## src/rtl/core/mtaa_pkg.sv

```systemverilog
// shared types and constants for the mesh triangle area accumulator
// no dependencies
package mtaa_pkg;

  localparam int unsigned COORD_W = 32;
  localparam int unsigned D2_W    = 64;
  localparam int unsigned LEN_W   = 32;
  localparam int unsigned AREA_W  = 48;
  localparam int unsigned PROD_W  = 136;
  localparam int unsigned RAD_W   = 128;
  localparam int unsigned FACT_W  = 34;

  localparam logic [LEN_W-1:0]  LEN_MAX  = {LEN_W{1'b1}};
  localparam logic [AREA_W-1:0] AREA_MAX = {AREA_W{1'b1}};

  // one classified triangle: squared side lengths and long-side marks
  typedef struct packed {
    logic [2:0][D2_W-1:0] d2;
    logic [2:0]           sat;
    logic                 last;
  } tri_t;

endpackage

```

## src/rtl/core/mtaa_front.sv

```systemverilog
// front end: accepts triangle beats and forms the three squared side lengths
// depends on mtaa_pkg
module mtaa_front (
  input  logic                clk,
  input  logic                rst,
  input  logic                in_valid,
  output logic                in_ready,
  input  logic signed [31:0]  p0_x,
  input  logic signed [31:0]  p0_y,
  input  logic signed [31:0]  p0_z,
  input  logic signed [31:0]  p1_x,
  input  logic signed [31:0]  p1_y,
  input  logic signed [31:0]  p1_z,
  input  logic signed [31:0]  p2_x,
  input  logic signed [31:0]  p2_y,
  input  logic signed [31:0]  p2_z,
  input  logic                last_triangle,
  output logic                push_valid,
  input  logic                push_ready,
  output mtaa_pkg::tri_t      push_data
);

  localparam logic [1:0] ST_IDLE = 2'd0;
  localparam logic [1:0] ST_SQ   = 2'd1;
  localparam logic [1:0] ST_ADD  = 2'd2;
  localparam logic [1:0] ST_PUSH = 2'd3;

  logic [1:0] state;
  logic [2:0][2:0][mtaa_pkg::COORD_W-1:0] pt;
  logic        last;
  logic [1:0]  side;
  logic [1:0]  axis;
  logic [64:0] sq;
  logic [65:0] sum;
  logic [2:0][mtaa_pkg::D2_W-1:0] d2;
  logic [2:0]  sat;

  logic [1:0]  u_idx;
  logic [1:0]  v_idx;
  logic [31:0] u_c;
  logic [31:0] v_c;
  logic signed [32:0] diff;
  logic [32:0] mag;
  logic [65:0] sq_full;
  logic [65:0] sum_next;

  // vertex pair of each side
  always_comb begin
    case (side)
      2'd0: begin u_idx = 2'd0; v_idx = 2'd1; end
      2'd1: begin u_idx = 2'd0; v_idx = 2'd2; end
      default: begin u_idx = 2'd2; v_idx = 2'd1; end
    endcase
  end

  // coordinate difference and its square
  assign u_c      = pt[u_idx][axis];
  assign v_c      = pt[v_idx][axis];
  assign diff     = $signed({u_c[31], u_c}) - $signed({v_c[31], v_c});
  assign mag      = diff[32] ? 33'(-diff) : 33'(diff);
  assign sq_full  = {33'd0, mag} * {33'd0, mag};
  assign sum_next = sum + {1'b0, sq};

  assign in_ready   = (state == ST_IDLE);
  assign push_valid = (state == ST_PUSH);
  assign push_data  = '{d2: d2, sat: sat, last: last};

  // term sequencer
  always_ff @(posedge clk) begin
    if (rst) begin
      state <= ST_IDLE;
      side  <= 2'd0;
      axis  <= 2'd0;
    end else begin
      case (state)
        ST_IDLE: begin
          if (in_valid) begin
            pt[0] <= {p0_z, p0_y, p0_x};
            pt[1] <= {p1_z, p1_y, p1_x};
            pt[2] <= {p2_z, p2_y, p2_x};
            last  <= last_triangle;
            side  <= 2'd0;
            axis  <= 2'd0;
            sum   <= '0;
            state <= ST_SQ;
          end
        end
        ST_SQ: begin
          sq    <= sq_full[64:0];
          state <= ST_ADD;
        end
        ST_ADD: begin
          if (axis == 2'd2) begin
            d2[side]  <= sum_next[63:0];
            sat[side] <= (sum_next[65:64] != 2'd0);
            sum       <= '0;
            axis      <= 2'd0;
            if (side == 2'd2) begin
              state <= ST_PUSH;
            end else begin
              side  <= side + 2'd1;
              state <= ST_SQ;
            end
          end else begin
            sum   <= sum_next;
            axis  <= axis + 2'd1;
            state <= ST_SQ;
          end
        end
        ST_PUSH: begin
          if (push_ready) state <= ST_IDLE;
        end
        default: state <= ST_IDLE;
      endcase
    end
  end

endmodule

```

## config.mk

```make
export PLATFORM = sky130hd
export DESIGN_NAME = mtaa_front
export DESIGN_NICKNAME = d
export VERILOG_FILES = /design/src/rtl/core/mtaa_pkg.sv /design/src/rtl/core/mtaa_front.sv
export SDC_FILE = /design/constraint.sdc
export NUM_CORES = 2
export LEC_CHECK = 0
export BUFFER_PORTS_ARGS = -buffer_cell sky130_fd_sc_hd__clkbuf_2
export CORE_UTILIZATION = 43
export CTS_CLUSTER_DIAMETER = 30
export CTS_CLUSTER_SIZE = 40
export DETAILED_ROUTE_END_ITERATION = 8
export REMOVE_ABC_BUFFERS = 1
export SLEW_MARGIN = 25
export SYNTH_ARGS = -nofsm -noshare
export SYNTH_HDL_FRONTEND = slang
export SYNTH_SLANG_ARGS = --single-unit
```

## constraint.sdc

```tcl
create_clock -name clk -period 56.2 [get_ports clk]
set_input_delay 2.81 -clock clk [delete_from_list [all_inputs] [get_ports clk]]
set_output_delay 2.81 -clock clk [all_outputs]
set_load 0.05 [all_outputs]
```

==> flow_summary.json <==
{
  "status": "finished clean",
  "setup_tns_ns": 0,
  "synth_edf_count": 614,
  "startpoint_type": "flip-flop",
  "cts_buffer_depth": 3,
  "synth_async_sr_flop_share_pct": 0,
  "required_ns": 56.66,
  "mostFrequentLayoutCell": "inv_1",
  "synth_ff_type": "edfxtp_1",
  "hold_buffers": 0,
  "maxCapViolCount": 0,
  "cts_resized": 0,
  "drtIter0Drc": 2851,
  "start_util_pct": 43.6,
  "post-place-ws_ns": 41.00,
  "ant_nets": 0,
  "cts_max_level": 3,
  "path_max_fanout": 63,
  "dpl.hpwl_mm": 120,
  "post_cts_buffers": 0,
  "yosys_warnings": 0,
  "die_w_um": 370,
  "slew_viol_final": 0,
  "syn_area_um2": 58300,
  "rsz0062_at_grt": "false",
  "ys_seq_elements": 620,
  "clock_skew_ns": 0.0756,
  "syn_area_per_cell_um2": 11.1,
  "antenna_found_initial": 6,
  "post_drt_wl_per_cell_um": 20.4,
  "setup_violations": 0,
  "insertion_delay_ns": 0.76,
  "drive_above_1_share_pct": 15.2,
  "cpMostUsedCell": "fa_1",
  "layout_setup_ws_ns": 40.87,
  "nNetsFinal": 7294,
  "holdWs_ns": 0.503,
  "dr.pass1.iters": 7,
  "place.gp.congestion": 0.929,
  "cts_root_buffer": "clkbuf_16",
  "cts_tree": "yes",
  "syn_inst": 5267,
  "cts_made_buffers": 118,
  "clk_pin_slew_ns": 0.05,
  "crit_path_max_incr_delay_ns": 0.81,
  "drt_wl_total_mm": 156,
  "drc": 0,
  "slew_headroom_pct": 30.1,
  "io_buffers": 490,
  "num_rows": 134,
  "crit_type": "reg2reg",
  "synth.distinct_cells": 87,
  "tightest_slew_ns": 1.05,
  "cp-end-kind": "flip-flop",
  "vias": 39800,
  "arrival_ns": 15.80,
  "vias_per_cell": 5.21,
  "grt.total_usage_pct": 23.3,
  "dp_cells": 7422,
  "die-height_um": 370,
  "fillers": 12000,
  "fmaxAchievable_mhz": 65.2,
  "io_pins": 491,
  "areaGrowthSynthToFinish_pct": 15.5,
  "hold_viol": 0,
  "grt_pass1_wl_mm": 243,
  "fin_crit_ns": 15.33,
  "post-route-period-util_pct": 27.3,
  "dieArea_um2": 137000,
  "crit_slowest_cell": "inv_1",
  "overflow": 0,
  "coreArea_um2": 134000,
  "final_cells": 7647,
  "cts_sinks": 620,
  "most-common-layout-cells": "inv_1, fa_1, edfxtp_1, clkbuf_2, nor2_1",
  "yosysSeqAreaShare_pct": 31.8,
  "hp-class": "reg2reg",
  "grt_max_degree": 184,
  "grt_pass1_vias": 42100
}
## registers in the layout, indices dropped and copies added, names as in the netlist, 2 cells and up
| signal | count |
|---|---|
| pt | 288 |
| push_data | 192 |
| sum | 66 |
| sq | 64 |
| sat | 3 |
| axis | 2 |
| side | 2 |
| state | 2 |
## routing by layer
layer	wire length (µm)	GRT usage (%)
met5	43	0
met4	4820	7.46
met3	13800	5.75
met2	72600	37.9
met1	65000	30.6
## metrics by stage
step	cell area, µm²	utilization [%]
floorplan	57700	-
global placement	63100	47.1
detailed placement	63100	47.1
CTS	67300	50.3
global route	67400	50.3
finish	67400	50.3
## layout make-up
type	instances	area (µm²)	share of cell area (%)
Clock buffer	125	2980	4.42
Tap cell	1768	2210	3.28
Antenna cell	2	5.00	0.00743
Multi-Input combinational cell	3394	35300	52.4
Clock inverter	98	1300	1.93
Inverter	1082	4060	6.03
Timing Repair Buffer	558	2980	4.42
Sequential cell	620	18600	27.6
## synth_stat cells (8+ instances only)
cell	instances	area, µm²
inv_2	8	30.0
and2_1	27	169
xnor2_1	111	972
a211oi_1	20	150
nor2_1	440	1650
a221oi_1	18	158
mux2i_1	68	681
nor2b_1	29	181
buf_1	17	63.8
and3_1	26	163
o21ai_0	109	546
inv_1	1068	4010
or2_2	14	87.6
o21a_1	26	195
ha_1	364	4550
nand2_1	398	1490
nor4_1	10	62.6
clkbuf_1	165	619
a21boi_0	10	75.1
fa_1	863	17300
nor3b_1	61	458
mux2_2	16	180
buf_2	9	45.0
edfxtp_1	614	18400
o211ai_1	16	120
mux4_2	48	1080
a31oi_1	18	113
a21o_1	87	653
a21oi_1	219	1100
nand4_1	33	206
o31ai_1	9	67.6
nand2b_1	26	163
nand3_1	35	175
or3_1	12	75.1
xor2_1	69	604
nor3_1	33	165
o21bai_1	27	203
## cell families after synthesis
family / synth area share [%]
and+or+nand+nor: 9.11
adders and majority gates: 37.4
other: 0.0129
DFF: 31.8
muxes: 3.35
buffers and inverters: 8.25
xor gates and xnor gates: 2.80
AOI/OAI and AO/OA: 7.25
## critical path, delay by kind of cell (launching register included)
| kind | cells | cell delay, ns |
|---|---|---|
| AND/OR/NAND/NOR | 13 | 4.51 |
| flip-flops | 1 | 0.35 |
| AO/OA/AOI/OAI | 12 | 2.25 |
| XOR/XNOR | 2 | 0.31 |
| adder cells (fa/ha/maj) | 11 | 5.08 |
| buffers and inverters | 11 | 2.45 |
## path summary, 6_finish.rpt
kind / cells after the start / from / slack, ns / to
max: 49 / axis[1]$_SDFFE_PP0P_ / 40.87 / sq[61]$_DFFE_PP_
min: 2 / side[1]$_SDFFE_PP0P_ / 0.50 / side[1]$_SDFFE_PP0P_
max reg2reg: 49 / axis[1]$_SDFFE_PP0P_ / 40.87 / sq[61]$_DFFE_PP_
min reg2reg: 2 / side[1]$_SDFFE_PP0P_ / 0.50 / side[1]$_SDFFE_PP0P_
Power is left out: the tool's default activity adds up to more than one toggle a clock period on the data nets, which glitch-free logic cannot reach.
