### src/rtl/core/mtaa_pkg.sv
// shared types and constants for the mesh triangle area accumulator
// no dependencies
package mtaa_pkg;

  localparam int unsigned COORD_W = 32;
  localparam int unsigned D2_W    = 64;
  localparam int unsigned LEN_W   = 32;
  localparam int unsigned AREA_W  = 48;
  localparam int unsigned PROD_W  = 136;
  localparam int unsigned RAD_W   = 128;
  localparam int unsigned FACT_W  = 34;

  localparam logic [LEN_W-1:0]  LEN_MAX  = {LEN_W{1'b1}};
  localparam logic [AREA_W-1:0] AREA_MAX = {AREA_W{1'b1}};

  // one classified triangle: squared side lengths and long-side marks
  typedef struct packed {
    logic [2:0][D2_W-1:0] d2;
    logic [2:0]           sat;
    logic                 last;
  } tri_t;

endpackage

### src/rtl/core/mtaa_back.sv
// back end: side roots, heron product, area root and saturating sum
// depends on mtaa_pkg
module mtaa_back #(
  parameter int unsigned FRAC_BITS = 16
) (
  input  logic           clk,
  input  logic           rst,
  input  logic           pop_valid,
  output logic           pop_ready,
  input  mtaa_pkg::tri_t pop_data,
  output logic           out_valid,
  input  logic           out_ready,
  output logic [47:0]    total_area,
  output logic           area_saturated
);

  localparam int unsigned SH = 2 * FRAC_BITS + 4;

  localparam logic [2:0] ST_IDLE  = 3'd0;
  localparam logic [2:0] ST_SIDE  = 3'd1;
  localparam logic [2:0] ST_ROOT  = 3'd2;
  localparam logic [2:0] ST_HERON = 3'd3;
  localparam logic [2:0] ST_MUL   = 3'd4;
  localparam logic [2:0] ST_ACC   = 3'd5;

  logic [2:0] state;
  mtaa_pkg::tri_t item;
  logic [1:0] idx;
  logic [6:0] cnt;
  logic       area_mode;
  logic [2:0][mtaa_pkg::LEN_W-1:0]  len;
  logic [2:0][mtaa_pkg::FACT_W-1:0] fact;
  logic [mtaa_pkg::RAD_W-1:0]  rad;
  logic [65:0]                 rem;
  logic [63:0]                 root;
  logic [mtaa_pkg::PROD_W-1:0] mcand;
  logic [mtaa_pkg::PROD_W-1:0] prod;
  logic [mtaa_pkg::FACT_W-1:0] mplier;
  logic [63:0]                 tri_area;
  logic [47:0]                 area_sum;
  logic                        saturate_flag;

  logic [65:0] rem_t;
  logic [65:0] trial;
  logic        take;
  logic [33:0] s;
  logic [34:0] f1;
  logic [34:0] f2;
  logic [34:0] f3;
  logic        f_ok;
  logic [mtaa_pkg::PROD_W-1:0] prod_next;
  logic [mtaa_pkg::PROD_W-1:0] prod_sh;
  logic [47:0] t_clamp;
  logic        t_sat;
  logic [48:0] sum_wide;
  logic [47:0] sum_new;
  logic        sum_sat;
  logic        emit;

  // one step of the restoring square root
  assign rem_t = {rem[63:0], rad[mtaa_pkg::RAD_W-1 -: 2]};
  assign trial = {root, 2'b01};
  assign take  = (rem_t >= trial);

  // half-perimeter factors (as doubled values)
  assign s    = {2'b00, len[0]} + {2'b00, len[1]} + {2'b00, len[2]};
  assign f1   = {1'b0, s} - {2'b00, len[0], 1'b0};
  assign f2   = {1'b0, s} - {2'b00, len[1], 1'b0};
  assign f3   = {1'b0, s} - {2'b00, len[2], 1'b0};
  assign f_ok = !f1[34] && (f1 != '0) && !f2[34] && (f2 != '0) &&
                !f3[34] && (f3 != '0);

  // shift-add multiply step and final scaling
  assign prod_next = {prod[mtaa_pkg::PROD_W-2:0], 1'b0} +
                     (mplier[mtaa_pkg::FACT_W-1] ? mcand : '0);
  assign prod_sh   = prod_next >> SH;

  // area clamp and saturating sum
  assign t_sat    = (tri_area[63:48] != 16'd0);
  assign t_clamp  = t_sat ? mtaa_pkg::AREA_MAX : tri_area[47:0];
  assign sum_wide = {1'b0, area_sum} + {1'b0, t_clamp};
  assign sum_sat  = sum_wide[48];
  assign sum_new  = sum_sat ? mtaa_pkg::AREA_MAX : sum_wide[47:0];

  // result beat leaves on the last triangle once the output register is free
  assign emit = (state == ST_ACC) && item.last && (!out_valid || out_ready);

  assign pop_ready = (state == ST_IDLE);

  always_ff @(posedge clk) begin
    if (rst) begin
      state         <= ST_IDLE;
      area_sum      <= '0;
      saturate_flag <= 1'b0;
      out_valid     <= 1'b0;
    end else begin
      if (emit) begin
        out_valid <= 1'b1;
      end else if (out_valid && out_ready) begin
        out_valid <= 1'b0;
      end
      case (state)
        ST_IDLE: begin
          if (pop_valid) begin
            item  <= pop_data;
            idx   <= 2'd0;
            state <= ST_SIDE;
          end
        end
        // start the root of one squared side, or saturate it
        ST_SIDE: begin
          if (item.sat[idx]) begin
            len[idx]      <= mtaa_pkg::LEN_MAX;
            saturate_flag <= 1'b1;
            if (idx == 2'd2) begin
              state <= ST_HERON;
            end else begin
              idx <= idx + 2'd1;
            end
          end else begin
            rad       <= {item.d2[idx], 64'd0};
            rem       <= '0;
            root      <= '0;
            cnt       <= 7'd31;
            area_mode <= 1'b0;
            state     <= ST_ROOT;
          end
        end
        ST_ROOT: begin
          rad  <= {rad[mtaa_pkg::RAD_W-3:0], 2'b00};
          rem  <= take ? (rem_t - trial) : rem_t;
          root <= {root[62:0], take};
          cnt  <= cnt - 7'd1;
          if (cnt == 7'd0) begin
            if (area_mode) begin
              tri_area <= {root[62:0], take};
              state    <= ST_ACC;
            end else begin
              len[idx] <= {root[30:0], take};
              if (idx == 2'd2) begin
                state <= ST_HERON;
              end else begin
                idx   <= idx + 2'd1;
                state <= ST_SIDE;
              end
            end
          end
        end
        // load the heron factors and start the product, or add zero area for a degenerate triangle
        ST_HERON: begin
          if (f_ok) begin
            fact[0] <= f1[33:0];
            fact[1] <= f2[33:0];
            fact[2] <= f3[33:0];
            mcand   <= {{(mtaa_pkg::PROD_W-34){1'b0}}, s};
            prod    <= '0;
            mplier  <= f1[33:0];
            idx     <= 2'd0;
            cnt     <= 7'(mtaa_pkg::FACT_W - 1);
            state   <= ST_MUL;
          end else begin
            tri_area <= '0;
            state    <= ST_ACC;
          end
        end
        ST_MUL: begin
          if (cnt == 7'd0) begin
            prod <= '0;
            if (idx == 2'd2) begin
              rad       <= prod_sh[mtaa_pkg::RAD_W-1:0];
              rem       <= '0;
              root      <= '0;
              cnt       <= 7'd63;
              area_mode <= 1'b1;
              state     <= ST_ROOT;
            end else begin
              mcand  <= prod_next;
              mplier <= fact[idx + 2'd1];
              idx    <= idx + 2'd1;
              cnt    <= 7'(mtaa_pkg::FACT_W - 1);
            end
          end else begin
            mplier <= {mplier[mtaa_pkg::FACT_W-2:0], 1'b0};
            prod   <= prod_next;
            cnt    <= cnt - 7'd1;
          end
        end
        // add the area, emit on the last triangle
        ST_ACC: begin
          if (item.last) begin
            if (emit) begin
              total_area     <= sum_new;
              area_saturated <= saturate_flag || t_sat || sum_sat;
              area_sum       <= '0;
              saturate_flag  <= 1'b0;
              state          <= ST_IDLE;
            end
          end else begin
            area_sum      <= sum_new;
            saturate_flag <= saturate_flag || t_sat || sum_sat;
            state         <= ST_IDLE;
          end
        end
        default: state <= ST_IDLE;
      endcase
    end
  end

endmodule

### config.mk
export PLATFORM = sky130hd
export DESIGN_NAME = mtaa_back
export DESIGN_NICKNAME = d
export VERILOG_FILES = /design/src/rtl/core/mtaa_pkg.sv /design/src/rtl/core/mtaa_back.sv
export SDC_FILE = /design/constraint.sdc
export NUM_CORES = 2
export LEC_CHECK = 0
export ABC_CLOCK_PERIOD_IN_PS = 28100
export BUFFER_PORTS_ARGS = -buffer_cell sky130_fd_sc_hd__clkbuf_2
export CORE_MARGIN = 5
export CORE_UTILIZATION = 46
export CTS_CLUSTER_DIAMETER = 120
export DETAILED_ROUTE_END_ITERATION = 8
export GPL_TIMING_DRIVEN = 0
export PLACE_DENSITY_LB_ADDON = 0.05
export SYNTH_ARGS = -nofsm -noshare
export SYNTH_HDL_FRONTEND = slang
export SYNTH_SLANG_ARGS = --single-unit
### constraint.sdc
create_clock -name clk -period 28.1 [get_ports clk]
set_input_delay 4.215 -clock clk [delete_from_list [all_inputs] [get_ports clk]]
set_output_delay 4.215 -clock clk [all_outputs]
set_load 0.03 [all_outputs]
==> metrics.yaml <==
crit_start: "len[1]$_DFFE_PP_"
synthFlopType: "edfxtp_1"
drive_gt1_frac: 0.08266
synthDistinctLibCells: 89
worstPathRequired_ns: 28.53
first_global_vias: 52080
wl_per_cell_um: 24.13
status: "finished, violations left"
cts_root_buf: "clkbuf_16"
p_leak_nw: 30.38
grt.busiest_layer: "met2"
hold_start: "area_sum[12]$_SDFFE_PP0P_"
final-max-slew-violation-count: 0
ant_nets: 0
min-delay-path-class: "reg -> reg"
cp_slowest_cell: "a2111oi_0"
max_stage_delay_ns: 1.04
postCtsResizedCells: 0
antenna_found_initial: 17
grt_util_met2: 0.4564
die_w_um: 392.4
synth.ff_latch_count: 1129
multi_input_area_mm2: 0.03141
powerDensity_mw_per_mm2: 131.9
place.port_buffers: 250
cts_buffers: 133
final_util: 0.5215
arrival_ns: 10.45
wl_um: 220700
worstMarginPinSlew_ns: 1.419
crit_path_start_kind: "flop"
synthTopCellsByCount: "1076 x edfxtp_1, 731 x nand2_1, 671 x a21oi_1"
max-slew-margin-rel: 0.02930
clkSinkCount: 1129
hold_violations: 0
grtUsageTotal: 0.2793
clk_latency_ns: 0.80
htree_levels: 4
drc_errors: 0
grt_pass1_wl_um: 325400
rrSetupSlack_ns: 18.08
synth_area_leaders: "edfxtp_1 48%, ha_1 7.1%, a21oi_1 5.0%"
fin_skew_ns: 0.04118
reg2reg_depth: 31
yosys.cell_count.top_type: "edfxtp_1"
tritoncts: "built"
syn_avg_cell_area_um2: 10.05
core_area_mm2: 0.1456
synthCells: 6692
num_vias: 53570
fin_area_mm2: 0.07591
yosysTopAreaCellShare: 0.4804
period_share: 0.3564
dieArea_mm2: 0.1539
synth_nets: 7309
met3_usage: 0.03344
final.fill_count: 13400
cts_setup_buffers: 0
end_kind: "flop"
gp_congestion: 0.9428
rsz0062_at_grt: "no"
post-place-ws_ns: 17.98
row_count: 140
regArea_mm2: 0.03337
r2r_end: "mcand[61]$_SDFFCE_PN0P_"
critical_path_class: "reg -> reg"
finalSetupViolCount: 0
yosys_warnings: 0
timing.final.ws_setup_ns: 18.08
path_max_fanout: 61
yosys.area.top_type: "edfxtp_1"
vdd_ir_drop_max_uv: 94.53
ys_seq_area_frac: 0.4962
synth-edff-count: 1076
nets: 7733
cts_hold_buf: 0
finalCriticalPeriod_ns: 10.02
final.setup.tns_ns: 0
postPlaceCellArea_mm2: 0.07164
place_hpwl_um: 171600
r2r-start: "len[1]$_DFFE_PP_"
drt_iter0_drc: 4525
async_flop_share: 0
area_growth_pct: 12.88
pin_count: 251
via_per_inst: 5.857
crit_path_end: "mcand[61]$_SDFFCE_PN0P_"
grt_max_degree: 71
clockBufferDepth: 3
start_util: 0.4620
synthesis.area_mm2: 0.06725
cts.clk_slew.worst_paths_ns: 0.06
grt-ovfl-total: 0
violations: "capacitance limit"
dieHeight_um: 392.4
max_freq_ghz: 0.09984
drv_cap: 1
met1_usage: 0.3947
drt_first_pass_iters: 6
==> cells by family after synthesis <==
| logic type | after synthesis | share of synthesized area |
|---|---|---|
| AND/OR/NAND/NOR | 2086 | 0.1430 |
| AO/OA/AOI/OAI | 1934 | 0.1805 |
| flip-flops | 1129 | 0.4962 |
| buffers and inverters | 679 | 0.03808 |
| adder cells (fa/ha/maj) | 417 | 0.08182 |
| XOR/XNOR | 338 | 0.04402 |
| multiplexers | 109 | 0.01632 |
==> cell type report <==
type                    count  area share
flip-flops and latches   1129      0.4396
clock buffers             172     0.04631
multi-input cells        4884      0.4138
clock inverters            69    0.009741
diodes                      7   0.0002307
inverters                 348     0.01721
well taps                1917     0.03160
repair buffers            289     0.02497
plain buffers             331     0.01653
==> sequential cells by signal, summed over array words and instances, names as in the netlist, 3 cells and up <==
signal and flops:
state 3, item 196, mcand 136, rad 128, prod 135, root 64
len 96, tri_area 64, rem 64, mplier 34, area_sum 48, total_area 48
cnt 7, fact 100
==> critical path, delay by kind of cell, from the launching register on <==
| kind | cells | cell delay, ns |
|---|---|---|
| xor+xnor | 2 | 1.30 |
| flops | 1 | 0.39 |
| fa+ha+maj | 4 | 1.45 |
| simple gates | 6 | 1.37 |
| compound gates | 13 | 3.84 |
| buf+inv | 6 | 1.22 |
==> metrics by stage <==
step           hold WS [ns]  power (mW)  std cells
4_1_cts              0.4832       9.939       9139
3_5_place_dp         0.4610       8.211       8898
3_3_place_gp         0.4559       8.269       8859
5_1_grt              0.4968       10.59       9145
2_1_floorplan        0.4472       6.364       6692
6_report             0.4803       10.01       9146
==> how the worst min path moves through the flow <==
stage                                end  slack (ns)  cells past startpoint
5_1_grt        area_sum[24]$_SDFFE_PP0P_        0.50                      1
3_5_place_dp   area_sum[10]$_SDFFE_PP0P_        0.46                      1
2_1_floorplan  area_sum[46]$_SDFFE_PP0P_        0.45                      2
4_1_cts        area_sum[12]$_SDFFE_PP0P_        0.48                      1
3_3_place_gp   area_sum[46]$_SDFFE_PP0P_        0.46                      2
6_report       area_sum[12]$_SDFFE_PP0P_        0.48                      1
==> power by group <==
part,internal [mW],switching (mW),total [mW]
Clock,0.956,0.747,1.70
Combinational,1.86,3.90,5.76
Sequential,2.45,0.0969,2.55
==> placed cells by master (no fill, tap or decap), drive strengths merged, types with 124 or more instances in the layout <==
master,synthesis,final
o21ai,430,430
nor2,605,605
inv,347,357
clkbuf,292,714
xor2,134,134
ha,379,379
a21o,231,231
xnor2,204,204
a21oi,672,672
nand4,124,124
nand2,731,731
edfxtp,1076,1076
and2,180,180
==> routing by layer <==
metal | wire length, um | up-vias
met5 | 0 | -
met4 | 6053 | 0
met3 | 11720 | 299
met2 | 103000 | 1614
met1 | 99870 | 26330
li1 | - | 25330
No activity file was read; power rests on OpenSTA's default activity.
