==> src/rtl/core/mtaa_pkg.sv <==
// shared types and constants for the mesh triangle area accumulator
// no dependencies
package mtaa_pkg;

  localparam int unsigned COORD_W = 32;
  localparam int unsigned D2_W    = 64;
  localparam int unsigned LEN_W   = 32;
  localparam int unsigned AREA_W  = 48;
  localparam int unsigned PROD_W  = 136;
  localparam int unsigned RAD_W   = 128;
  localparam int unsigned FACT_W  = 34;

  localparam logic [LEN_W-1:0]  LEN_MAX  = {LEN_W{1'b1}};
  localparam logic [AREA_W-1:0] AREA_MAX = {AREA_W{1'b1}};

  // one classified triangle: squared side lengths and long-side marks
  typedef struct packed {
    logic [2:0][D2_W-1:0] d2;
    logic [2:0]           sat;
    logic                 last;
  } tri_t;

endpackage

==> src/rtl/core/mtaa_queue.sv <==
// two-entry queue between front and back ends
// depends on mtaa_pkg
module mtaa_queue (
  input  logic           clk,
  input  logic           rst,
  input  logic           push_valid,
  output logic           push_ready,
  input  mtaa_pkg::tri_t push_data,
  output logic           pop_valid,
  input  logic           pop_ready,
  output mtaa_pkg::tri_t pop_data
);

  mtaa_pkg::tri_t entries [2];
  logic       wr_ptr;
  logic       rd_ptr;
  logic [1:0] count;
  logic       do_push;
  logic       do_pop;

  assign push_ready = (count != 2'd2);
  assign pop_valid  = (count != 2'd0);
  assign pop_data   = entries[rd_ptr];
  assign do_push    = push_valid && push_ready;
  assign do_pop     = pop_valid && pop_ready;

  // storage
  always_ff @(posedge clk) begin
    if (do_push) entries[wr_ptr] <= push_data;
  end

  // pointers and fill level
  always_ff @(posedge clk) begin
    if (rst) begin
      wr_ptr <= 1'b0;
      rd_ptr <= 1'b0;
      count  <= 2'd0;
    end else begin
      if (do_push) wr_ptr <= ~wr_ptr;
      if (do_pop)  rd_ptr <= ~rd_ptr;
      case ({do_push, do_pop})
        2'b10:   count <= count + 2'd1;
        2'b01:   count <= count - 2'd1;
        default: count <= count;
      endcase
    end
  end

endmodule

==> config.mk <==
export PLATFORM = sky130hd
export DESIGN_NAME = mtaa_queue
export DESIGN_NICKNAME = d
export VERILOG_FILES = /design/src/rtl/core/mtaa_pkg.sv /design/src/rtl/core/mtaa_queue.sv
export SDC_FILE = /design/constraint.sdc
export NUM_CORES = 1
export LEC_CHECK = 0
export ABC_AREA = 1
export BUFFER_PORTS_ARGS = -buffer_cell sky130_fd_sc_hd__buf_2
export CELL_PAD_IN_SITES_DETAIL_PLACEMENT = 0
export CELL_PAD_IN_SITES_GLOBAL_PLACEMENT = 1
export CORE_MARGIN = 4
export CORE_UTILIZATION = 45
export CTS_BUF_LIST = sky130_fd_sc_hd__clkbuf_4 sky130_fd_sc_hd__clkbuf_8
export DETAILED_ROUTE_END_ITERATION = 16
export PLACE_DENSITY_LB_ADDON = 0.2
export SETUP_SLACK_MARGIN = 0.05
export SLEW_MARGIN = 20
export SYNTH_ARGS = -nofsm -noshare
export SYNTH_HDL_FRONTEND = slang
export SYNTH_SLANG_ARGS = --single-unit
==> constraint.sdc <==
create_clock -name clk -period 14.76 [get_ports clk]
set_input_delay 0.738 -clock clk [delete_from_list [all_inputs] [get_ports clk]]
set_output_delay 0.738 -clock clk [all_outputs]
set_load 0.02 [all_outputs]
==> reports/metrics.csv, run 1 <==
stage,metric,value,unit
global_route,gr usage total,0.1640,
route,M1 WL,12090,um
finish,fin nets,1301,
synthesis,Yosys top cell area share,0.7868,
critical_path,crit path capture type,output port,
timing,Slew Limit Fails,0,
placement,Cells after DPL,1474,
timing,Slew Limit Headroom,0.3024,
synthesis,post-synthesis instance total,648,
route,Detailed Route Iter0 Violations,378,
floorplanning,Die W,190.3,um
global_route,initial antenna violation count,4,
clocking,cts repair resizes,0,
clocking,CTS buffer count,66,
timing,setup TNS,0,ns
clocking,clk slew on worst S/H paths,0.06,ns
timing,Final WS setup,10.43,ns
floorplanning,initial core utilization,0.4575,
clocking,later-pin clock latency in the skew report,0.56,ns
placement,post-detail-place hpwl,20870,um
critical_path,worst reg2reg path startpoint,count[0],
placement,worst slack at placement,10.90,ns
synthesis,synthesis-stage register bit count,397,
outcome,status,"complete, no violations",
floorplanning,Die Ht,190.3,um
route,post-route ant nets,0,
finish,area delta synth->final,24.44,%
placement,Port Buffers,397,
finish,Final Non-Filler Cells,1590,
critical_path,CP Launch Type,register,
floorplanning,die area,36230,um^2
clocking,Post-CTS Repair Setup Buffers,0,
power_and_ir_drop,Pwr Density,160.2,nW/um^2
route,vias,7550,
clocking,CTS Buffer Depth,3,
job,max-cap viol count,0,
route,router iterations before antenna repair,4,
route,wire per inst,19.30,um
global_route,vias in the first global route,7787,
power_and_ir_drop,Leak,7.270,nW
clocking,CTS tree,done,
min_path,"Endpoint, Worst Hold",entries[1][173],
route,wire length on met3,2838,um
synthesis,Area contributors post-synth,"edfxtp_1, mux2_4, mux2_2, buf_6, dfxtp_1",
finish,Layout fillers,2596,
finish,Post-Route Utilization,0.5693,
clocking,CTS Sinks,397,
placement,Placed Area,17370,um^2
floorplanning,I/O pins,398,
critical_path,CP required,14.02,ns
min_path,hold depth,1,
timing,Max Clk Rate,230.8,MHz
critical_path,crit path DAT,3.59,ns
route,routed wire length,30680,um
timing,fin crit period,4.333,ns
placement,RePlAce Congestion,0.7606,
route,max layer used,met5,
timing,Final setup viols,0,
finish,share of cells above drive strength 1,0.6143,
critical_path,crit path max fanout,52,
synthesis,synth warn,0,
finish,final design area excluding fillers,18620,um^2
floorplanning,Cell Rows,66,
route,Vias/cell,4.748,
min_path,worst hold path class,input pin to register,
critical_path,reg2reg setup slack,11.42,ns
synthesis,Yosys top cell by area,edfxtp_1,
route,DRC,0,
timing,final hold vios,0,
global_route,largest net degree at the start of global routing,76,
synthesis,sequential-to-total area share from yosys stat,0.7934,
timing,Setup Skew,0.01410,ns
min_path,HP Start,push_data[173],
synthesis,Mean Syn Cell Area,23.09,um^2
power_and_ir_drop,Power Total,2.982,mW
timing,worst slew pin tran,1.046,ns
synthesis,post-synthesis net count,849,
timing,final worst-path cycle share,0.2936,
critical_path,worst-case reg-to-reg path depth,6,
synthesis,count of different cell masters after synthesis,13,
route,met2 WL,14940,um
timing,Min Hold Slack,0.3674,ns
clocking,CTS Root Cell,clkbuf_8,
clocking,level count of the clock H-tree,3,
synthesis,area of the mapped netlist,14960,um^2
global_route,gr ovfl total,0,
timing,RSZ-0062 raised after global routing,false,
global_route,first-pass GRT wire length,45240,um
critical_path,CP Class,register to output port,
critical_path,reg2reg end,entries[1][120],
clocking,hold_buf cts,0,
floorplanning,core footprint,32700,um^2
power_and_ir_drop,Peak VDD IR,0.00008343,V
-- cell usage after synthesis --
| cell type | number |
|---|---|
| edfxtp_1 | 392 |
| mux2_4 | 140 |
| mux2_2 | 56 |
| buf_6 | 17 |
| nor2_1 | 10 |
| inv_1 | 8 |
| nand2_1 | 8 |
| buf_2 | 5 |
| dfxtp_1 | 5 |
| o21ai_0 | 3 |
| a21oi_1 | 2 |
| ha_1 | 1 |
| nand4_1 | 1 |
-- cells in the final DEF (no fill, tap or decap) --
cell type,instances
clkinv_2,1
nor2_1,8
buf_4,9
inv_1,8
dfxtp_1,4
nor2_4,2
diode_2,2
ha_1,1
buf_2,397
mux2_4,140
a21oi_1,2
nand4_1,1
clkinvlp_4,1
dfxtp_4,1
o21ai_0,3
mux2_2,56
nand2_1,8
clkbuf_4,26
clkbuf_8,71
clkinv_1,15
edfxtp_1,392
-- worst max path at each step --
| stage | from | end | slack, ns | cells past startpoint |
|---|---|---|---|---|
| after floorplan | push_valid | entries[0][0] | 5.04 | 2 |
| after global placement | register | pop_data[195] | 10.94 | 4 |
| after detailed placement | register | pop_data[195] | 10.90 | 4 |
| after CTS | register | pop_data[195] | 10.27 | 4 |
| after global routing | register | pop_data[195] | 10.15 | 4 |
| final | register | pop_data[195] | 10.43 | 4 |
-- kinds of logic after synthesis --
logic type / share of synthesized area
buffers and inverters: 0.01647
AO/OA/AOI/OAI: 0.001672
adder cells (fa/ha/maj): 0.0008361
multiplexers: 0.1826
flip-flops: 0.7934
AND/OR/NAND/NOR: 0.004935
-- worst max-delay path, cell delays in order, from the launching register on --
cell,delay [ns]
dfxtp_4,0.82
buf_4,0.81
buf_4,0.75
mux2_2,0.42
buf_2,0.16
-- final cells by class --
| type | count | area [um^2] | share of cell area |
|---|---|---|---|
| clock inverters | 17 | 68.82 | 0.003696 |
| clock buffers | 97 | 1172 | 0.06297 |
| well taps | 442 | 553.0 | 0.02970 |
| flip-flops and latches | 397 | 11880 | 0.6378 |
| diodes | 2 | 5.005 | 0.0002688 |
| multi-input cells | 221 | 2859 | 0.1536 |
| inverters | 8 | 30.03 | 0.001613 |
| repair buffers | 406 | 2054 | 0.1103 |
-- report_power, final --
group | total, mW | internal, mW | switching, mW
combinational | 0.657 | 0.281 | 0.376
clock | 0.902 | 0.505 | 0.397
sequential | 1.42 | 1.38 | 0.0406
-- flip-flops by register name, indices dropped and copies added (netlist names), named ones only --
register  cells
entries     392
wr_ptr        1
count         2
rd_ptr        1
-- routing by layer --
layer	track usage	vias to the layer above
met5	0	-
met4	0.05856	4
met3	0.06207	68
met2	0.2641	315
met1	0.2049	3682
li1	-	3481
No activity file was read; power rests on OpenSTA's default activity.
==> run 2: changes to the inputs <==
--- a/config.mk
+++ b/config.mk
@@ -10,7 +10,7 @@
 export CELL_PAD_IN_SITES_DETAIL_PLACEMENT = 0
 export CELL_PAD_IN_SITES_GLOBAL_PLACEMENT = 1
 export CORE_MARGIN = 4
-export CORE_UTILIZATION = 45
+export CORE_UTILIZATION = 42
 export CTS_BUF_LIST = sky130_fd_sc_hd__clkbuf_4 sky130_fd_sc_hd__clkbuf_8
 export DETAILED_ROUTE_END_ITERATION = 16
 export PLACE_DENSITY_LB_ADDON = 0.2
==> constraint.sdc (replaced) <==
create_clock -name clk -period 3.7 [get_ports clk]
set_input_delay 0.185 -clock clk [delete_from_list [all_inputs] [get_ports clk]]
set_output_delay 0.185 -clock clk [all_outputs]
set_load 0.02 [all_outputs]
==> run 2 against run 1 <==
  * Design area increased by 11%
  * Sequential cell count is the same
  * Clock-buffer cell count fell by 8
  * Die area rose by 6.8%
  * Non-clock buffer count is 199 higher
  * Worst setup slack lost 9.3 ns
  * Final cell count up 13%
==> reports/metrics.csv, run 2 (synthesis gave the netlist of run 1 again) <==
stage,metric,value,unit,change
finish,Post-Route Utilization,0.5941,,+0.02479
timing,worst slew pin tran,0.7510,ns,-0.2954 ns
timing,Max Clk Rate,389.9,MHz,
placement,post-detail-place hpwl,21480,um,+2.9%
finish,max FFs per register,392,,unchanged
finish,share of cells above drive strength 1,0.5268,,-0.08752
critical_path,max incr delay on CP,0.77,ns,-0.05 ns
finish,area delta synth->final,38.52,%,
power_and_ir_drop,Gate power share,0.236,,+0.016
route,Detailed Route Iter0 Violations,367,,-2.9%
finish,largest register by flop count,entries,,
finish,Seq. cell area,11880,um^2,about the same
critical_path,CP Launch Type,register,,
timing,final hold vios,0,,unchanged
finish,most frequent cells in the layout,"buf_2, edfxtp_1, dlygate4sd3_1",,
route,vias,8301,,+9.9%
clocking,clk slew on worst S/H paths,0.06,ns,about the same
timing,RSZ-0062 raised after global routing,false,,
route,router iterations before antenna repair,4,,unchanged
critical_path,Top delay family on crit path,flip-flops,,
placement,RePlAce Congestion,0.7251,,-4.7%
timing,Slew Limit Headroom,0.4994,,+0.1969
critical_path,CP Class,register to output port,,
critical_path,CP Buf/Inv Count,2,,-1
clocking,level count of the clock H-tree,3,,unchanged
global_route,gr usage total,0.1667,,+0.002621
finish,Largest regs,"entries (392), count (2)",,
global_route,initial antenna violation count,3,,-1
timing,Final setup viols,0,,unchanged
floorplanning,I/O pins,398,,unchanged
floorplanning,Die W,196.7,um,+3.4%
finish,"commonest non-fill, non-tap cell in the layout",buf_2,,
route,wire per inst,18.62,um,-3.5%
critical_path,crit path DAT,2.38,ns,-1.21 ns
timing,Slew Limit Fails,0,,unchanged
power_and_ir_drop,Clock power frac,0.299,,-0.003
floorplanning,die area,38710,um^2,+6.8%
route,post-route ant nets,0,,unchanged
route,DRC,0,,unchanged
power_and_ir_drop,Net Sw Frac,0.2789,,+0.006057
timing,final worst-path cycle share,0.6932,,
clocking,Post-CTS Repair Setup Buffers,0,,unchanged
route,Vias/cell,4.607,,-3.0%
clocking,CTS Buffer Depth,3,,unchanged
min_path,worst hold path class,input pin to register,,
global_route,vias in the first global route,9101,,+17%
critical_path,Worst path slowest cell,dfxtp_4,,
outcome,status,"complete, no violations",,
timing,fin crit period,2.565,ns,
route,routed wire length,33550,um,+9.3%
floorplanning,Die Ht,196.7,um,+3.4%
global_route,gr ovfl total,0,,unchanged
critical_path,CP required,3.51,ns,-10.51 ns
clocking,CTS Root Cell,clkbuf_8,,
floorplanning,core footprint,34880,um^2,+6.7%
power_and_ir_drop,Flop pwr share,0.465,,-0.012
clocking,CTS Sinks,397,,unchanged
clocking,CTS buffer count,67,,+1.5%
finish,area used by multi-input combinational logic,2874,um^2,+0.53%
global_route,first-pass GRT wire length,50340,um,+11%
job,max-cap viol count,0,,unchanged
power_and_ir_drop,Pwr Density,588.4,nW/um^2,+270%
power_and_ir_drop,Leak,8.120,nW,+12%
global_route,largest net degree at the start of global routing,119,,+57%
critical_path,crit path capture type,output port,,
power_and_ir_drop,Peak VDD IR,0.0004194,V,+400%
clocking,cts repair resizes,0,,unchanged
clocking,later-pin clock latency in the skew report,0.57,ns,about the same
critical_path,crit-path cells,"buf_12, mux2_2, buf_2",,
floorplanning,Cell Rows,68,,+3.0%
power_and_ir_drop,Int Pwr,8.793,mW,+310%
timing,Setup Skew,0.02039,ns,+0.006295 ns
power_and_ir_drop,Net Switching,3.401,mW,+320%
clocking,hold_buf cts,199,,+199
critical_path,crit path max fanout,54,,+3.8%
timing,Min Hold Slack,0.3322,ns,-0.03522 ns
placement,Port Buffers,397,,unchanged
clocking,CTS tree,done,,
floorplanning,initial core utilization,0.4289,,-0.02862
finish,fin nets,1501,,+15%
finish,Layout fillers,2680,,+3.2%
run 2: worst reg2reg max path, cell delays in order (launching register included):
cell	delay, ns
dfxtp_2	0.34
inv_2	0.07
nand2_4	0.09
nand2_4	0.08
nor2_4	0.17
buf_12	0.47
run 2: layer usage:
metal / up-vias / wire (um) / GRT usage
li1: 3877 / - / -
met1: 4045 / 13440 / 0.2024
met2: 328 / 16700 / 0.2821
met3: 51 / 2816 / 0.05966
met4: 0 / 589 / 0.04956
met5: - / 0 / 0
run 2: worst paths after layout:
check        cells after the start  slack (ns)          start        endpoint
max                              3        1.14       register   pop_data[193]
max reg2reg                      5        1.96       count[0]  entries[0][70]
min reg2reg                      2        0.51         rd_ptr        register
min                              2        0.33  push_data[40]  entries[0][40]
run 2: area by class of cell:
class | count | area share
clock buffers | 89 | 0.05307
well taps | 455 | 0.02747
diodes | 3 | 0.0003622
flip-flops and latches | 397 | 0.5730
clock inverters | 24 | 0.007063
inverters | 8 | 0.001449
repair buffers | 605 | 0.1989
multi-input cells | 221 | 0.1387
run 2: power groups by stage:
stage	sequential (mW)	combinational (mW)	clock (mW)
6_report	5.67	2.88	3.65
5_1_grt	5.71	3.05	4.04
4_1_cts	5.67	2.93	3.78
3_5_place_dp	5.76	2.75	0
3_3_place_gp	5.74	2.75	0
2_1_floorplan	5.72	1.96	0
run 2: metrics by stage:
step	power, mW	area, um^2	instances	setup slack, ns	setup TNS [ns]
global route	12.80	20720	1801	0.9871	0
finish	12.19	20720	1802	1.135	0
CTS	12.39	20720	1799	1.034	0
floorplan	7.685	14990	648	-0.2006	-75.45
global placement	8.489	17480	1487	1.657	0
detailed placement	8.512	17480	1487	1.671	0
==> run 3: changes to the inputs <==
==> constraint.sdc (replaced) <==
create_clock -name clk -period 2.3 [get_ports clk]
set_input_delay 0.115 -clock clk [delete_from_list [all_inputs] [get_ports clk]]
set_output_delay 0.115 -clock clk [all_outputs]
set_load 0.02 [all_outputs]
==> run 3 against run 2 <==
  * Non-clock buffer count increased by 18
  * Total power increased by 62%
  * Via count about the same
  * Clock power increased by 59%
  * Die area unchanged
  * First-iteration DRC count decreased by 14%
  * Critical path depth increased by 1
  * Largest power group unchanged
==> reports/metrics.csv, run 3 (synthesis gave the netlist of run 1 again) <==
stage,metric,value,unit,change
clocking,CTS Sinks,397,,unchanged
clocking,later-pin clock latency in the skew report,0.61,ns,+0.04 ns
placement,Port Buffers,397,,unchanged
critical_path,CP Launch Type,register,,
job,max-cap viol count,0,,unchanged
min_path,hold depth,2,,unchanged
finish,Layout fillers,2613,,-2.5%
finish,area delta synth->final,40.19,%,
timing,Setup Skew,0.02624,ns,+0.005848 ns
timing,worst slew pin tran,0.5043,ns,-0.2466 ns
timing,Max Clk Rate,472.4,MHz,
clocking,CTS Buffer Depth,3,,unchanged
min_path,worst hold path class,input pin to register,,
timing,fin crit period,2.117,ns,
timing,RSZ-0062 raised after global routing,false,,
finish,fin nets,1513,,+0.80%
route,Vias/cell,4.568,,-0.84%
floorplanning,Die Ht,196.7,um,unchanged
power_and_ir_drop,Peak VDD IR,0.0005960,V,+42%
route,max layer used,met5,,
finish,Post-Route Utilization,0.6013,,+0.007173
timing,Final WS setup,0.1830,ns,-0.9523 ns
route,DRC,0,,unchanged
global_route,first-pass GRT wire length,50170,um,-0.33%
finish,largest register by flop count,entries,,
floorplanning,die area,38710,um^2,unchanged
route,M1 WL,13460,um,about the same
clocking,clk slew on worst S/H paths,0.07,ns,about the same
timing,final hold vios,0,,unchanged
placement,worst slack at placement,0.6981,ns,-0.9730 ns
critical_path,CP required,2.18,ns,-1.33 ns
global_route,gr usage total,0.1666,,about the same
route,router iterations before antenna repair,4,,unchanged
critical_path,crit path max fanout,13,,-76%
route,routed wire length,33390,um,-0.47%
global_route,initial antenna violation count,1,,-2
global_route,gr ovfl total,0,,unchanged
clocking,level count of the clock H-tree,2,,-1
route,vias,8300,,-0.012%
timing,Slew Limit Fails,0,,unchanged
route,wire per inst,18.38,um,-1.3%
timing,final worst-path cycle share,0.9204,,
clocking,CTS tree,done,,
floorplanning,Die W,196.7,um,unchanged
route,wire length on met3,2579,um,-8.4%
global_route,vias in the first global route,9112,,+0.12%
timing,Final setup viols,0,,unchanged
finish,area used by multi-input combinational logic,2874,um^2,unchanged
finish,Ant. Diodes,0,,-3
clocking,CTS Root Cell,clkbuf_8,,
finish,share of cells above drive strength 1,0.5308,,+0.004051
floorplanning,Cell Rows,68,,unchanged
floorplanning,initial core utilization,0.4289,,unchanged
clocking,CTS buffer count,61,,-9.0%
route,Detailed Route Iter0 Violations,317,,-14%
finish,max FFs per register,392,,unchanged
placement,post-detail-place hpwl,21890,um,+1.9%
critical_path,worst-case reg-to-reg path depth,7,,+2
critical_path,reg2reg setup slack,0.62,ns,-1.34 ns
global_route,largest net degree at the start of global routing,81,,-32%
finish,most frequent cells in the layout,"buf_2, edfxtp_1, dlygate4sd3_1",,
critical_path,crit path DAT,2.00,ns,-0.38 ns
finish,"commonest non-fill, non-tap cell in the layout",buf_2,,
power_and_ir_drop,Leak,8.256,nW,+1.7%
floorplanning,I/O pins,398,,unchanged
route,post-route ant nets,0,,unchanged
critical_path,CP Class,register to output port,,
route,met2 WL,16550,um,-0.94%
critical_path,crit path capture type,output port,,
finish,Largest regs,"entries (392), count (2)",,
timing,Slew Limit Headroom,0.6638,,+0.1644
finish,Seq. cell area,11880,um^2,unchanged
floorplanning,core footprint,34880,um^2,unchanged
placement,RePlAce Congestion,0.7422,,+2.4%
power_and_ir_drop,Pwr Density,943.3,nW/um^2,+60%
outcome,status,"complete, no violations",,
[run 3: changes by cell type in the layout (fill, tap and decap cells not counted), sizes merged]
cell and delta:
dlygate4sd3 +1, bufbuf +1, clkbuf -6, diode -3, buf +16, clkinvlp -1
bufinv +2, clkinv +7, inv -2
[run 3: metrics by stage]
| step | instance area, um^2 | power (mW) | setup TNS [ns] | hold slack [ns] | instances |
|---|---|---|---|---|---|
| 2_1_floorplan | 14990 | 12.36 | -624.25 | 0.2139 | 648 |
| 3_3_place_gp | 17680 | 13.79 | 0 | 0.3022 | 1501 |
| 3_5_place_dp | 17680 | 13.83 | 0 | 0.3057 | 1501 |
| 4_1_cts | 20980 | 20.06 | 0 | 0.1301 | 1817 |
| 5_1_grt | 20980 | 20.66 | 0 | 0.1690 | 1817 |
| 6_report | 20980 | 19.79 | 0 | 0.2161 | 1817 |
[run 3: final timing paths]
| check | endpoint | start |
|---|---|---|
| setup / recovery | pop_data[18] | register |
| hold / removal | entries[0][94] | push_data[94] |
| setup reg to reg | count[0] | count[1] |
| hold reg to reg | rd_ptr | rd_ptr |
[run 3: critical path, stage by stage, from the launching register on]
cell	delay, ns
dfxtp_4	0.44
buf_12	0.20
buf_4	0.21
mux2_2	0.36
buf_2	0.16
[run 3: what timing repair did]
action,in CTS,in global routing
gates resized for setup,1,0
buffers inserted,2,0
hold buffers,200,0
endpoints found under the setup margin,17,0
hold endpoints to repair,397,0
[run 3: per-layer routing]
layer,vias to the layer above,GRT usage
li1,3905,-
met1,4030,0.2056
met2,308,0.2805
met3,55,0.04855
met4,2,0.06215
met5,-,0
[run 3: area by class of cell]
class | instances | area share
Clock buffer | 83 | 0.04879
Clock inverter | 30 | 0.01002
Inverter | 8 | 0.001432
Multi-Input combinational cell | 221 | 0.1370
Sequential cell | 397 | 0.5662
Tap cell | 455 | 0.02714
Timing Repair Buffer | 623 | 0.2094
[run 3: where the power goes]
group / total (mW) / switching, mW / internal (mW) / leakage, nW
Sequential: 9.04 / 0.190 / 8.85 / 3.71
Combinational: 4.92 / 2.68 / 2.24 / 3.90
Clock: 5.82 / 2.60 / 3.22 / 0.651
